**config.mk**
```make
export PLATFORM = sky130hd
export DESIGN_NAME = nec_ir_edge_decoder_core
export DESIGN_NICKNAME = d
export VERILOG_FILES = /design/src/rtl/nec_ir_pkg.sv /design/src/rtl/nec_ir_edge_decoder_core.sv
export SDC_FILE = /design/constraint.sdc
export NUM_CORES = 1
export LEC_CHECK = 0
export ABC_AREA = 0
export BUFFER_PORTS_ARGS = -buffer_cell sky130_fd_sc_hd__buf_2
export CORE_MARGIN = 2
export CORE_UTILIZATION = 44
export CTS_BUF_LIST = sky130_fd_sc_hd__clkbuf_8
export CTS_CLUSTER_DIAMETER = 50
export DETAILED_ROUTE_END_ITERATION = 10
export GPL_TIMING_DRIVEN = 0
export PLACE_DENSITY = 0.62
export REMOVE_ABC_BUFFERS = 1
export SYNTH_ARGS = -nofsm -noshare
export SYNTH_HDL_FRONTEND = slang
export SYNTH_SLANG_ARGS = --single-unit
```
**constraint.sdc**
```tcl
create_clock -name clock -period 10.48 [get_ports clock]
set_input_delay 0.524 -clock clock [delete_from_list [all_inputs] [get_ports clock]]
set_output_delay 0.524 -clock clock [all_outputs]
set_load 0.005 [all_outputs]
```
**src/rtl/nec_ir_pkg.sv**
```systemverilog
// Shared types and constants of the NEC IR edge decoder.
`default_nettype none
package nec_ir_pkg;

   // Width of the timer that stamps the edges (16 to 32).
   localparam int TICK_BITS = 32;
   localparam int EDGE_BITS = 32;
   // Compare width: durations against upper window bounds (17 bits).
   localparam int HI_BITS   = 17;
   localparam int CMP_BITS  = (TICK_BITS > HI_BITS) ? TICK_BITS : HI_BITS;

   localparam int CFG_COUNT = 6;
   localparam int ADDR_BITS = 5;
   localparam int IDX_BITS  = 3;

   typedef enum logic [IDX_BITS-1:0] {
      REG_LEADER_MARK  = 3'd0,
      REG_LEADER_SPACE = 3'd1,
      REG_REPEAT_SPACE = 3'd2,
      REG_BIT_MARK     = 3'd3,
      REG_ZERO_SPACE   = 3'd4,
      REG_ONE_SPACE    = 3'd5
   } cfg_index_type;

   typedef enum logic [1:0] {
      PH_IDLE   = 2'd0,
      PH_LMARK  = 2'd1,
      PH_LSPACE = 2'd2,
      PH_DATA   = 2'd3
   } phase_type;

   localparam logic [1:0] ST_NEW     = 2'd0;
   localparam logic [1:0] ST_REPEAT  = 2'd1;
   localparam logic [1:0] ST_BIT_ERR = 2'd2;
   localparam logic [1:0] ST_INV_ERR = 2'd3;

   // Tolerance divisors: leader checks +-1/10, bit checks +-1/5.
   localparam int DIV_LEADER = 10;
   localparam int DIV_BIT    = 5;

   // x/10 = (x*0xCCCD) >> 19 and x/5 = (x*0xCCCD) >> 18, exact for 16-bit x.
   localparam logic [15:0] RECIP       = 16'hCCCD;
   localparam int          SHIFT_TENTH = 19;
   localparam int          SHIFT_FIFTH = 18;

   localparam int RST_LEADER_MARK  = 900;
   localparam int RST_LEADER_SPACE = 450;
   localparam int RST_REPEAT_SPACE = 225;
   localparam int RST_BIT_MARK     = 56;
   localparam int RST_ZERO_SPACE   = 56;
   localparam int RST_ONE_SPACE    = 169;

   localparam logic [15:0] CFG_RESET [CFG_COUNT] = '{
      16'(RST_LEADER_MARK), 16'(RST_LEADER_SPACE), 16'(RST_REPEAT_SPACE),
      16'(RST_BIT_MARK), 16'(RST_ZERO_SPACE), 16'(RST_ONE_SPACE)
   };

   localparam logic [15:0] CFG_MARGIN [CFG_COUNT] = '{
      16'(RST_LEADER_MARK / DIV_LEADER), 16'(RST_LEADER_SPACE / DIV_LEADER),
      16'(RST_REPEAT_SPACE / DIV_LEADER), 16'(RST_BIT_MARK / DIV_BIT),
      16'(RST_ZERO_SPACE / DIV_BIT), 16'(RST_ONE_SPACE / DIV_BIT)
   };

endpackage
`default_nettype wire

```
**src/rtl/nec_ir_edge_decoder_core.sv**
```systemverilog
// NEC IR edge decoder: leader, repeat and 32-bit frame decode from edge stamps.
// A result is registered on rsp_* in the cycle after the edge that completes it.
// Throughput: one edge per cycle when no result stalls; the duration subtract
//   and six window compares sit between request port and state/result registers.
// Reset (synchronous, active high): phase idle, previous tick, frame and last
//   command cleared, registers back to their nominal values, no result held.
`default_nettype none
module nec_ir_edge_decoder_core (
   input  wire logic                              clock,
   input  wire logic                              reset,
   // edge channel
   input  wire logic                              req_valid,
   output logic                                   req_ready,
   input  wire logic [nec_ir_pkg::EDGE_BITS-1:0]  req_edge_tick,
   // result channel
   output logic                                   rsp_valid,
   input  wire logic                              rsp_ready,
   output logic [1:0]                             rsp_status,
   output logic [7:0]                             rsp_command,
   // register port
   input  wire logic                              psel,
   input  wire logic                              penable,
   input  wire logic                              pwrite,
   input  wire logic [nec_ir_pkg::ADDR_BITS-1:0]  paddr,
   input  wire logic [31:0]                       pwdata,
   output logic [31:0]                            prdata,
   output logic                                   pready
);
   import nec_ir_pkg::*;

   // ------------------------------------------------------------------
   // Register file. Each register keeps its nominal value plus the low and
   // high bounds of its window, worked out once when the register is
   // written, so the edge path only compares.
   // ------------------------------------------------------------------
   logic [15:0]        nom_ff [CFG_COUNT];
   logic [15:0]        lo_ff  [CFG_COUNT];
   logic [HI_BITS-1:0] hi_ff  [CFG_COUNT];

   logic [IDX_BITS-1:0] csr_idx;
   logic                csr_wr;
   logic [15:0]         csr_val;
   logic [31:0]         csr_prod;
   logic [15:0]         csr_margin;

   assign pready  = 1'b1;
   assign csr_idx = paddr[ADDR_BITS-1:2];
   assign csr_wr  = psel && penable && pwrite && pready;
   assign csr_val = pwdata[15:0];

   // one shared reciprocal multiply; leader registers take 1/10, bit ones 1/5
   assign csr_prod   = 32'(csr_val) * 32'(RECIP);
   assign csr_margin = (csr_idx < REG_BIT_MARK) ? 16'(csr_prod >> SHIFT_TENTH)
                                                : 16'(csr_prod >> SHIFT_FIFTH);

   always_ff @(posedge clock) begin
      if (reset) begin
         for (int i = 0; i < CFG_COUNT; i++) begin
            nom_ff[i] <= CFG_RESET[i];
            lo_ff[i]  <= CFG_RESET[i] - CFG_MARGIN[i];
            hi_ff[i]  <= HI_BITS'(CFG_RESET[i]) + HI_BITS'(CFG_MARGIN[i]);
         end
      end else if (csr_wr && (csr_idx < IDX_BITS'(CFG_COUNT))) begin
         nom_ff[csr_idx] <= csr_val;
         lo_ff[csr_idx]  <= csr_val - csr_margin;
         hi_ff[csr_idx]  <= HI_BITS'(csr_val) + HI_BITS'(csr_margin);
      end
   end

   always_comb begin
      prdata = 32'd0;
      if (csr_idx < IDX_BITS'(CFG_COUNT)) begin
         prdata = {16'd0, nom_ff[csr_idx]};
      end
   end

   // ------------------------------------------------------------------
   // Decoder state
   // ------------------------------------------------------------------
   phase_type            phase_ff, phase_in;
   logic [TICK_BITS-1:0] prev_tick_ff, prev_tick_in;
   logic [4:0]           bit_count_ff, bit_count_in;
   logic                 second_half_ff, second_half_in;
   logic                 mark_ok_ff, mark_ok_in;
   logic [31:0]          frame_ff, frame_in;
   logic [7:0]           last_cmd_ff, last_cmd_in;

   logic                 rsp_valid_ff, rsp_valid_in;
   logic [1:0]           rsp_status_ff, rsp_status_in;
   logic [7:0]           rsp_command_ff, rsp_command_in;

   logic                 req_xfer;
   logic [TICK_BITS-1:0] now_tick;
   logic [TICK_BITS-1:0] dur;
   logic [CFG_COUNT-1:0] win;

   // output register empties or drains this cycle: take the next edge
   assign req_ready = !rsp_valid_ff || rsp_ready;
   assign req_xfer  = req_valid && req_ready;

   assign now_tick = req_edge_tick[TICK_BITS-1:0];
   assign dur      = now_tick - prev_tick_ff;   // wraps modulo the timer width

   always_comb begin
      for (int i = 0; i < CFG_COUNT; i++) begin
         win[i] = (CMP_BITS'(dur) >= CMP_BITS'(lo_ff[i])) &&
                  (CMP_BITS'(dur) <= CMP_BITS'(hi_ff[i]));
      end
   end

   // data-phase bit decision, shared by both state blocks
   logic        bit_err;
   logic        bit_val;
   logic [31:0] frame_bit;
   logic        frame_last;
   logic        inv_ok;

   always_comb begin
      bit_err = 1'b0;
      bit_val = 1'b0;
      if (!mark_ok_ff) begin
         bit_err = 1'b1;
      end else if (win[REG_ZERO_SPACE]) begin
         bit_val = 1'b0;             // zero window wins when both match
      end else if (win[REG_ONE_SPACE]) begin
         bit_val = 1'b1;
      end else begin
         bit_err = 1'b1;
      end
      frame_bit          = frame_ff;
      frame_bit[bit_count_ff] = bit_val;
      frame_last = (bit_count_ff == 5'd31);
      inv_ok     = (frame_bit[7:0] == ~frame_bit[15:8]) &&
                   (frame_bit[23:16] == ~frame_bit[31:24]);
   end

   // next phase
   always_comb begin
      phase_in = phase_ff;
      if (req_xfer) begin
         case (phase_ff)
            PH_IDLE:   phase_in = PH_LMARK;
            PH_LMARK:  phase_in = win[REG_LEADER_MARK] ? PH_LSPACE : PH_IDLE;
            PH_LSPACE: phase_in = win[REG_LEADER_SPACE] ? PH_DATA : PH_IDLE;
            PH_DATA: begin
               if (second_half_ff && (bit_err || frame_last)) begin
                  phase_in = PH_IDLE;
               end
            end
            default:   phase_in = PH_IDLE;
         endcase
      end
   end

   // datapath state and result
   always_comb begin
      prev_tick_in   = prev_tick_ff;
      bit_count_in   = bit_count_ff;
      second_half_in = second_half_ff;
      mark_ok_in     = mark_ok_ff;
      frame_in       = frame_ff;
      last_cmd_in    = last_cmd_ff;
      rsp_valid_in   = rsp_valid_ff && !rsp_ready;
      rsp_status_in  = rsp_status_ff;
      rsp_command_in = rsp_command_ff;
      if (req_xfer) begin
         prev_tick_in = now_tick;
         case (phase_ff)
            PH_LSPACE: begin
               bit_count_in   = 5'd0;
               second_half_in = 1'b0;
               mark_ok_in     = 1'b0;
               frame_in       = 32'd0;
               if (!win[REG_LEADER_SPACE] && win[REG_REPEAT_SPACE]) begin
                  rsp_valid_in   = 1'b1;
                  rsp_status_in  = ST_REPEAT;
                  rsp_command_in = last_cmd_ff;
               end
            end
            PH_DATA: begin
               if (!second_half_ff) begin
                  mark_ok_in     = win[REG_BIT_MARK];
                  second_half_in = 1'b1;
               end else if (bit_err || frame_last) begin
                  // frame ends: back to idle with a cleared frame
                  bit_count_in   = 5'd0;
                  second_half_in = 1'b0;
                  mark_ok_in     = 1'b0;
                  frame_in       = 32'd0;
                  rsp_valid_in   = 1'b1;
                  rsp_command_in = 8'd0;
                  if (bit_err) begin
                     rsp_status_in = ST_BIT_ERR;
                  end else if (!inv_ok) begin
                     rsp_status_in = ST_INV_ERR;
                  end else begin
                     rsp_status_in  = ST_NEW;
                     rsp_command_in = frame_bit[23:16];
                     last_cmd_in    = frame_bit[23:16];
                  end
               end else begin
                  second_half_in = 1'b0;
                  frame_in       = frame_bit;
                  bit_count_in   = bit_count_ff + 5'd1;
               end
            end
            default: begin
               // idle and leader mark leave the bit state clear
               bit_count_in   = 5'd0;
               second_half_in = 1'b0;
               mark_ok_in     = 1'b0;
               frame_in       = 32'd0;
            end
         endcase
      end
   end

   always_ff @(posedge clock) begin
      if (reset) begin
         phase_ff       <= PH_IDLE;
         prev_tick_ff   <= '0;
         bit_count_ff   <= 5'd0;
         second_half_ff <= 1'b0;
         mark_ok_ff     <= 1'b0;
         frame_ff       <= 32'd0;
         last_cmd_ff    <= 8'd0;
         rsp_valid_ff   <= 1'b0;
      end else begin
         phase_ff       <= phase_in;
         prev_tick_ff   <= prev_tick_in;
         bit_count_ff   <= bit_count_in;
         second_half_ff <= second_half_in;
         mark_ok_ff     <= mark_ok_in;
         frame_ff       <= frame_in;
         last_cmd_ff    <= last_cmd_in;
         rsp_valid_ff   <= rsp_valid_in;
      end
   end

   // result payload holds while stalled; no reset needed
   always_ff @(posedge clock) begin
      rsp_status_ff  <= rsp_status_in;
      rsp_command_ff <= rsp_command_in;
   end

   assign rsp_valid   = rsp_valid_ff;
   assign rsp_status  = rsp_status_ff;
   assign rsp_command = rsp_command_ff;

endmodule
`default_nettype wire

```
Word-level counts from Yosys, hierarchy flattened
Memory sizes are Yosys's and may differ from the RTL's.
Cells that the tools add are included.
- logic and storage cells: 135
- register bits after elaboration: 92
- memories kept: 3
- input port bits: 76
- output and inout bits: 45
- RAM bits: 294
- memory list (name ; words ; bits a word ; read ports ; clocked after memory_dff ; wr ports ; line ; source):
    hi_ff ; 6 ; 17 ; 6 ; 0 ; 6 ; nec_ir_edge_decoder_core.sv:38 ; logic [HI_BITS-1:0] hi_ff [CFG_COUNT];
    lo_ff ; 6 ; 16 ; 6 ; 0 ; 6 ; nec_ir_edge_decoder_core.sv:37 ; logic [15:0] lo_ff [CFG_COUNT];
    nom_ff ; 6 ; 16 ; 1 ; 0 ; 6 ; nec_ir_edge_decoder_core.sv:36 ; logic [15:0] nom_ff [CFG_COUNT];
- order comparisons: 16
- mux-type cells: 57
- bitwise operators: 3
- reductions and logical operators: 30
- $mul: 1
- add/sub/neg operators: 4
- equal/unequal tests: 11
- operators with widths (operator ; number):
    $ge A32 B16 Y1 ; 6
    $le A32 B17 Y1 ; 6
    $mux W32 ; 3
    $mux W16 ; 3
    $mux W8 ; 5
    $bwmux W32 ; 1
    $mul A16 B16 Y32 const B ; 1
    $reduce_or A16 Y1 ; 2
    $sub A32 B32 Y32 ; 1
    $mux W1 ; 24
    $add A16 B14 Y17 ; 1
    $mux W17 ; 1
    $reduce_or A17 Y1 ; 1
    $eq A8 B8 Y1 ; 2
    $mux W2 ; 8
    $not A8 Y8 ; 2
    $pmux W8 S2 ; 1
    $sub A16 B14 Y16 ; 1
    $logic_and A1 B1 Y1 ; 15
    $mux W5 ; 3
    $mux W14 ; 1
    $mux W3 ; 3
    $ne A2 B2 Y1 const B ; 4
    $pmux W2 S4 ; 1
    other kinds (20) ; 26

Longest topological paths before layout
Gate-level depths: netlist of run 1.
- depth after elaboration: 15
- depth in mapped cells: 40
- depth with buffers taken out: 39

Worst setup path before layout of run 1
No wires, ideal clock.
- path type: input to register
- start: input pwdata[14]
- end: memory hi_ff[0][14], data pin
- stages on the path: 39
- required time: 10.211 ns
- arrival time: 7.892 ns
- buffers on the path: 1
- slack: 2.319 ns
- setup time: 0.269 ns
- cell sequence: clkbuf_1 inv_1 ha_1 inv_1 ha_1 inv_1 fa_1 inv_1 fa_1 fa_1 inv_1 fa_1 inv_1 ha_1 nor4_1 nand2_1 a31o_2 and2_1 [3 not listed] nor2b_1 or2_2 o311a_1 ha_1 a21o_1 a21oi_1 o21bai_1 a21oi_1 o21bai_1 a21oi_1 o21bai_1 a21oi_1 o21bai_1 a21o_1 a21oi_1 o21bai_1 xnor2_1 nor2_1
- RTL lines (element ; line ; source):
    start: declaration ; nec_ir_edge_decoder_core.sv:25 ; input wire logic [31:0] pwdata,
    end: declaration ; nec_ir_edge_decoder_core.sv:38 ;

==> metrics, run 1 <==
Async SR Flop Fraction 0%; CTS Buffer Depth 3; multi-input logic area 16300 um2; synthesis warning total 0; vias in the first global route 22695; Slew @ Worst Pin 1.39 ns; Crit-path slowest cell o21ai_0; # rows 94; Final HPWL DP around 55000 um; Post-CTS Setup Bufs 0; Fmax approximately 110 MHz; post-synthesis cell type count just under 90; post-synth top area share 31.2%; Final WS setup roughly 1.5 ns; CP arrival 9.38 ns; Worst-Skew Late Latency approximately 0.67 ns; Placed Cells 3930; clock slew at reported path FFs 0.06 ns; R2R Path End frame_ff[7]; RD Place Congestion 0.886; post-synthesis instance area a little under 30000 um2; most used cell, CP a21oi_1; router iterations before antenna repair 5; CORE AREA 65700 um2; first-pass GRT wire length between 100000 and 150000 um; endpoints failing hold 0; synthesized netlist cell count 3079; Setup crit end kind register; count of cells along the worst hold path 3; Post-Layout Cell Count 4054; most frequent cells in the layout 496 x inv_1, 394 x ha_1, 304 x edfxtp_1, 265 x nor2_1, 258 x nand2_1; Resized cells post-CTS 0; Main synth FF type edfxtp_1; unrepaired setup endpoints after global routing false; Synth area leader edfxtp_1; min-delay src req_edge_tick[9]; worst slack, placed 0.910 ns; HP Class in -> reg; Pwr per Cell Area 248 nW/um2; Final Cycle Share 86.1%; fin crit period 9.02 ns; Num CTS Buffers 71; Max VDD drop 0.387 mV; slew margin rel. under 10%; Setup crit start kind input port; critical path type in -> reg; Max FO, Critical Path 12; Req. time, crit path 10.84 ns; clk sinks 386; register area 10800 um2; 1st-iter DRT viols between 1000 and 1500; max incr delay on CP 0.88 ns; chip height 262 um; MaxCap Viol Count 0; Remaining DRCs 0; WHS Endpoint prev_tick_ff[9]; H-tree levels 3; CTS root buf clkbuf_8; aggregate global-route resource usage approximately 22%; status finished, final reports clean; # hold bufs at CTS 0; Initial Utilization 44.5%; reg2reg path depth 22; grt ovf 0; Reg2Reg Setup Slack 2.78 ns; drt total wl between 70000 and 80000 um; crit path from pwdata[1]; # setup viols final 0; Antenna Nets Post-Route 0; most common cell after layout, fill and taps aside inv_1; via-per-instance ratio 5.52; IO Port Bufs 85; DR vias 22358; Die ar. around 69000 um2; Fin Clk Skew 0.0338 ns; initial antenna violation count 1; io pins 121; Synth Register Bits 386; Area Growth Syn to Fin 9.46%; share of cells above drive strength 1 approximately 8.5%; sequential share of the synthesized area a little under two fifths; Slew Limit Fails 0; RR Startpoint prev_tick_ff[4]; largest net degree at the start of global routing 68; Avg Cell Area, Syn 9.50 um2; Horiz. Die Dim 262 um; Routed wire per std cell between 15 and 20 um; number of synthesized flops with an enable pin 304; fillcell total roughly 6000; CTS tree built; nets@finish 3692; final hold slack 0.0982 ns; top cells by area, synth edfxtp_1 31%, ha_1 17%, inv_1 6.2%, dfxtp_1 5.6%, fa_1 5.6%; Lkg Pwr around 0.014 uW
==> flip-flops by register name, indices dropped and copies added (netlist names), 2 cells and up <==
name,flops
lo_ff,96
rsp_command,8
bit_count_ff,5
prev_tick_ff,32
phase_ff,2
frame_ff,32
hi_ff,102
rsp_status,2
nom_ff,96
last_cmd_ff,8
==> how the worst max path moves through the flow <==
| stage | endpoint | cells after the start | slack [ns] |
|---|---|---|---|
| floorplan | hi_ff[3][14] | 36 | 2.43 |
| global placement | nom_ff[4][13] | 4 | -0.94 |
| detailed placement | lo_ff[1][15] | 38 | 0.91 |
| CTS | lo_ff[1][15] | 34 | 1.59 |
| global route | lo_ff[1][15] | 35 | 0.96 |
| finish | lo_ff[2][15] | 34 | 1.46 |
==> kinds of logic after synthesis <==
logic type      count (synthesis)  synth area share [%]
flops                         386                  36.8
fa+ha+maj                     476                  22.5
simple gates                  857                  13.9
mux                            67                  3.09
compound gates                596                  13.1
other cells                     2                0.0257
buf+inv                       613                  8.14
xor+xnor                       82                  2.46
==> layout make-up <==
type                       count  share of cell area [%]
sequential                   386                    33.7
timing repair buffer         101                    2.16
clock buffer                  75                    3.23
clock inverter                47                   0.981
tap                          864                    3.38
inverter                     485                    5.69
multi-input combinational   2095                    50.9
antenna                        1                 0.00782
==> synth_stat cells (23+ instances only) <==
| cell | instances |
|---|---|
| xnor2_1 | 58 |
| a21o_1 | 55 |
| ha_1 | 394 |
| clkbuf_1 | 97 |
| inv_1 | 483 |
| xor2_1 | 24 |
| nand2b_1 | 51 |
| nor3_1 | 36 |
| o21a_1 | 34 |
| nor2b_1 | 44 |
| nand2_1 | 260 |
| nor2_1 | 266 |
| edfxtp_1 | 304 |
| o22ai_1 | 28 |
| and2_1 | 31 |
| nand4_1 | 35 |
| nand3_1 | 36 |
| mux2i_1 | 35 |
| and3_1 | 23 |
| o21ai_0 | 121 |
| dfxtp_1 | 82 |
| fa_1 | 82 |
| a21oi_1 | 179 |
==> critical path, delay by kind of cell <==
kind | cells | cell delay [ns]
buf+inv | 3 | 0.46
xor+xnor | 1 | 0.19
compound gates | 14 | 3.53
fa+ha+maj | 8 | 3.41
simple gates | 8 | 1.23
==> per-layer routing <==
| metal | GRT usage, % | wire (um) |
|---|---|---|
| met5 | 0 | 0 |
| met4 | 7.21 | 2140 |
| met3 | 2.97 | 3620 |
| met2 | 39.0 | 37300 |
| met1 | 28.6 | 33100 |
==> per-stage QoR <==
step	util (%)	total power (uW)	setup TNS, ns	instance area, um2
after global placement	46.0	6330	-45.64	30200
after floorplan	-	5120	0	28700
after global routing	48.7	8550	0	32000
after CTS	48.6	7930	0	31900
final	48.7	7920	0	32000
after detailed placement	46.5	6490	0	30600
==> report_power, final <==
part | internal, uW | total [uW] | switching [uW]
Sequential | 1750 | 1780 | 26.5
Clock | 723 | 1410 | 691
Combinational | 1770 | 4730 | 2960
Power figures use the tool's default switching activity.
==> run 2: changes to the inputs <==
--- a/config.mk
+++ b/config.mk
@@ -10,7 +10,7 @@
 export CORE_MARGIN = 2
 export CORE_UTILIZATION = 44
 export CTS_BUF_LIST = sky130_fd_sc_hd__clkbuf_8
-export CTS_CLUSTER_DIAMETER = 50
+export CTS_CLUSTER_DIAMETER = 30
 export DETAILED_ROUTE_END_ITERATION = 10
 export GPL_TIMING_DRIVEN = 0
 export PLACE_DENSITY = 0.62
==> constraint.sdc (replaced) <==
create_clock -name clock -period 10.48 [get_ports clock]
set_input_delay 0 -clock clock [delete_from_list [all_inputs] [get_ports clock]]
set_output_delay 0 -clock clock [all_outputs]
set_load 0.005 [all_outputs]
==> run 2 against run 1 <==
Effect of this change:
- via count is 1.3% higher
- die area stayed put
- wire length is 0.63% higher
- non-clock buffer count is 51 higher
- count of clock-buffer cells in the layout is 21 higher
- clock power is 43% higher
- sequential share of layout area is 1.3 points lower
- cell count is 2.4% higher
- utilization is 1.9 points higher
- largest power group unchanged
==> metrics, run 2 (same netlist as run 1, synthesis figures left out) <==
Max VDD drop 0.373 mV; # rows 94; initial antenna violation count 1; Worst-Skew Late Latency 0.72 ns; drt total wl 76700 um; DR vias 22656; Final Cycle Share 86.7%; Final HPWL DP approximately 55000 um; Lkg Pwr 0.0150 uW; nets@finish 3764; router iterations before antenna repair 5; Horiz. Die Dim 262 um; Final Power 8530 uW; Routed wire per std cell roughly 18 um; Die ar. 68500 um2; io pins 121; 1st-iter DRT viols roughly 1300; IO Port Bufs 85; CORE AREA 65700 um2; endpoints failing hold 0; Area Growth Syn to Fin 13.8%; Largest register FFs 102; most common cell after layout, fill and taps aside inv_1; Slew @ Worst Pin between 1 and 1.5 ns; critical path type in -> reg; share of cells above drive strength 1 9.74%; chip height 262 um; Max FO, Critical Path 10; unrepaired setup endpoints after global routing false; H-tree levels 3; largest net degree at the start of global routing 68; CTS Buffer Depth 3; Resized cells post-CTS 0; CP arrival ~9.5 ns; # setup viols final 0; Initial Utilization 44.5%; first-pass GRT wire length 121000 um; grt ovf 0; via-per-instance ratio 5.46; CTS root buf clkbuf_8; Slew Limit Fails 0; Fmax 110 MHz; Setup crit end kind register; Remaining DRCs 0; Pwr per Cell Area 256 nW/um2; CTS tree built; most frequent cells in the layout 496 x inv_1, 394 x ha_1, 304 x edfxtp_1, 265 x nor2_1, 258 x nand2_1; Fin Clk Skew 0.0558 ns; Setup crit start kind input port; vias in the first global route 22979; setup TNS 0 ns; clk sinks 386; Num CTS Buffers 92; clock slew at reported path FFs 0.05 ns; status finished, final reports clean; biggest regs hi_ff: 102 flops, lo_ff: 96 flops, nom_ff: 96 flops; Req. time, crit path 10.86 ns; MaxCap Viol Count 0; HP Class in -> reg; Crit-path slowest cell o21ai_0; aggregate global-route resource usage between 20% and 30%; RD Place Congestion 0.886; Antenna Nets Post-Route 0; Biggest register hi_ff; fin crit period 9.09 ns; slew margin rel. 8.31%; max incr delay on CP 0.93 ns
-- run 2: metal layers --
| metal | share of wire [%] | vias to the layer above | track usage (%) |
|---|---|---|---|
| met5 | 0 | - | 0 |
| met4 | 2.7 | 0 | 7.86 |
| met3 | 5.1 | 139 | 2.89 |
| met2 | 49 | 576 | 39.4 |
| met1 | 43 | 11029 | 28.5 |
| li1 | - | 10912 | - |
-- run 2: power by group --
part	internal (uW)	total, uW	switching (uW)
Clock	1200	2010	814
Sequential	1750	1780	26.6
Combinational	1780	4740	2960
Total	4730	8530	3800
-- run 2: timing repair --
item / CTS / global route
hold buffers: 50 / 1
endpoints found under the hold margin: 129 / 8
setup buffers: 0 / 0
-- run 2: final timing paths --
path / depth (start not counted) / slack [ns] / startpoint / endpoint
setup / recovery: 36 / 1.39 / pwdata[3] / lo_ff[1][15]
hold reg to reg: 2 / 0.46 / prev_tick_ff[30] / prev_tick_ff[30]
setup reg to reg: 22 / 2.69 / prev_tick_ff[4] / frame_ff[7]
hold / removal: 4 / 0.10 / req_edge_tick[4] / prev_tick_ff[4]
-- run 2: critical path: cells and delay by family --
kind	cells	cell delay, ns
AOI/OAI and AO/OA	14	3.64
adders and majority gates	8	3.69
buffers and inverters	6	1.03
and+or+nand+nor	8	1.11
-- run 2: layout make-up --
cell class	count	area [um2]
repair buffers	152	1200
diodes	1	2.50
well taps	864	1080
fillers	5906	32500
flip-flops and latches	386	10800
clock buffers	96	1320
inverters	485	1820
clock inverters	73	778
multi-input cells	2095	16300
-- run 2: stage by stage --
step	util, %	instance area (um2)	setup WS [ns]	cells	hold WS [ns]
3_5_place_dp	46.5	30600	1.43	3930	0.262
6_report	50.6	33300	1.39	4152	0.104
5_1_grt	50.6	33300	0.930	4152	0.0931
4_1_cts	50.5	33200	1.60	4149	0.0372
3_3_place_gp	46.0	30200	-0.413	3915	0.254
2_1_floorplan	-	28700	2.96	2966	0.0691
==> run 3: changes to the inputs <==
--- a/config.mk
+++ b/config.mk
@@ -13,7 +13,7 @@
 export CTS_CLUSTER_DIAMETER = 30
 export DETAILED_ROUTE_END_ITERATION = 10
 export GPL_TIMING_DRIVEN = 0
-export PLACE_DENSITY = 0.62
+export PLACE_DENSITY = 0.64
 export REMOVE_ABC_BUFFERS = 1
 export SYNTH_ARGS = -nofsm -noshare
 export SYNTH_HDL_FRONTEND = slang
==> constraint.sdc (replaced) <==
create_clock -name clock -period 8.35 [get_ports clock]
set_input_delay 0 -clock clock [delete_from_list [all_inputs] [get_ports clock]]
set_output_delay 0 -clock clock [all_outputs]
set_load 0.005 [all_outputs]
==> run 3 against run 2 <==
Effect of this change:
- clock skew shrank 0.0074 ns
- cell count decreased by 0.22%
- utilization down 0.11 points
- die area is the same
- via count is 2.6% lower
- first-iteration DRC count down 0.74%
==> metrics, run 3 (same netlist as run 1, synthesis figures left out) <==
Remaining DRCs 0; RR Startpoint prev_tick_ff[4]; Final WS setup 0.464 ns; min-delay src pwdata[14]; Die ar. 68500 um2; metal3 WL about 3800 um; drt total wl approximately 72000 um; # rows 94; Setup crit end kind register; CORE AREA around 66000 um2; CP arrival 8.28 ns; wire length on met1 32200 um; Fin Clk Skew 0.0484 ns; Initial Utilization 44.5%; Num CTS Buffers 88; io pins 121; Final HPWL DP 51200 um; DR vias 22074; Biggest register hi_ff; fin crit period 7.89 ns; MaxCap Viol Count 0; biggest regs hi_ff: 102 flops, lo_ff: 96 flops, nom_ff: 96 flops; CTS root buf clkbuf_8; nets@finish 3761; H-tree levels 3; wire length on met2 34400 um; most used cell, CP o21bai_1; vias in the first global route 21810; Slew Limit Fails 0; grt ovf 0; Crit-path slowest cell dlygate4sd3_1; final hold slack 0.0884 ns; CTS Buffer Depth 3; Final Cycle Share 94.4%; Worst-Skew Late Latency 0.70 ns; endpoints failing hold 0; fin area 33200 um2; RD Place Congestion 0.891; Lkg Pwr roughly 0.015 uW; clk sinks 386; most common cell after layout, fill and taps aside inv_1; Max VDD drop 0.402 mV; largest net degree at the start of global routing 68; DP Area 30600 um2; Horiz. Die Dim 262 um; setup TNS 0 ns; share of cells above drive strength 1 10.3%; Fmax 127 MHz; # setup viols final 0; count of cells along the worst hold path 3; Antenna Nets Post-Route 0; 1st-iter DRT viols 1338; via-per-instance ratio between 5 and 6; Reg2Reg Setup Slack ~0.56 ns; initial antenna violation count 1; top layer used by detailed routing met4; R2R Path End frame_ff[30]; reg2reg path depth 22; WHS Endpoint nom_ff[5][14]; first-pass GRT wire length roughly 110000 um; clock slew at reported path FFs 0.05 ns; Pwr per Cell Area 317 nW/um2; most frequent cells in the layout 496 x inv_1, 393 x ha_1, 304 x edfxtp_1, 264 x nor2_1, 257 x nand2_1; Slew @ Worst Pin roughly 1.4 ns; Max FO, Critical Path 9; Req. time, crit path 8.74 ns; Setup crit start kind input port; aggregate global-route resource usage 21.1%; router iterations before antenna repair 5; slew margin rel. 8.75%; Area Growth Syn to Fin 13.5%; max incr delay on CP 0.53 ns; status finished, final reports clean; Routed wire per std cell 17.4 um; IO Port Bufs 85; CTS tree built; chip height ~260 um; HP Class in -> reg; Final Power 10500 uW; critical path type in -> reg; worst slack, placed -0.886 ns; Largest register FFs 102
-- run 3: worst max-delay path by stage --
| stage | startpoint | to | slack (ns) | cells after the start |
|---|---|---|---|---|
| after detailed placement | pwdata[14] | lo_ff[5][15] | -0.89 | 37 |
| after global placement | reset | hi_ff[4][12] | -2.60 | 4 |
| after CTS | pwdata[15] | lo_ff[2][15] | 0.01 | 37 |
| final | pwdata[10] | hi_ff[3][14] | 0.46 | 40 |
| after global routing | pwdata[10] | hi_ff[3][14] | -0.05 | 40 |
| after floorplan | pwdata[6] | hi_ff[3][14] | 0.83 | 36 |
-- run 3: what timing repair did --
item                       CTS  global route
pin swaps                    0             6
hold endpoints to repair   119            27
hold buffers                49             1
resized for setup            2            28
setup buffers                0             2
setup endpoints to repair   10            57
-- run 3: per-layer routing --
metal / GRT usage, % / vias to the layer above
met2: 36.0 / 525
li1: - / 10895
met4: 6.88 / 0
met1: 27.7 / 10541
met5: 0 / -
met3: 2.83 / 113
-- run 3: layout make-up --
class | instances | area (um2)
inverter | 485 | 1820
timing repair buffer | 153 | 1230
multi-input combinational | 2095 | 16400
clock buffer | 91 | 1250
clock inverter | 67 | 608
antenna | 2 | 5.00
sequential | 386 | 10800
tap | 864 | 1080
fill | 6028 | 32600
-- run 3: per-stage QoR --
step	util [%]	cells
2_1_floorplan	-	2966
3_3_place_gp	46.0	3915
3_5_place_dp	46.5	3929
4_1_cts	50.1	4136
5_1_grt	50.5	4142
6_report	50.5	4143
-- run 3: worst max-delay path, delay by kind of cell --
kind                       cells  cell delay, ns
adders and majority gates      8            3.24
buffers and inverters          7            1.11
AOI/OAI and AO/OA             17            2.76
and+or+nand+nor                7            0.97
xor gates and xnor gates       1            0.18
-- run 3: report_power, final --
part,switching [uW],total (uW),internal (uW)
clock,949,2240,1290
combinational,3730,6050,2310
sequential,32.2,2230,2200
total,4710,10500,5800
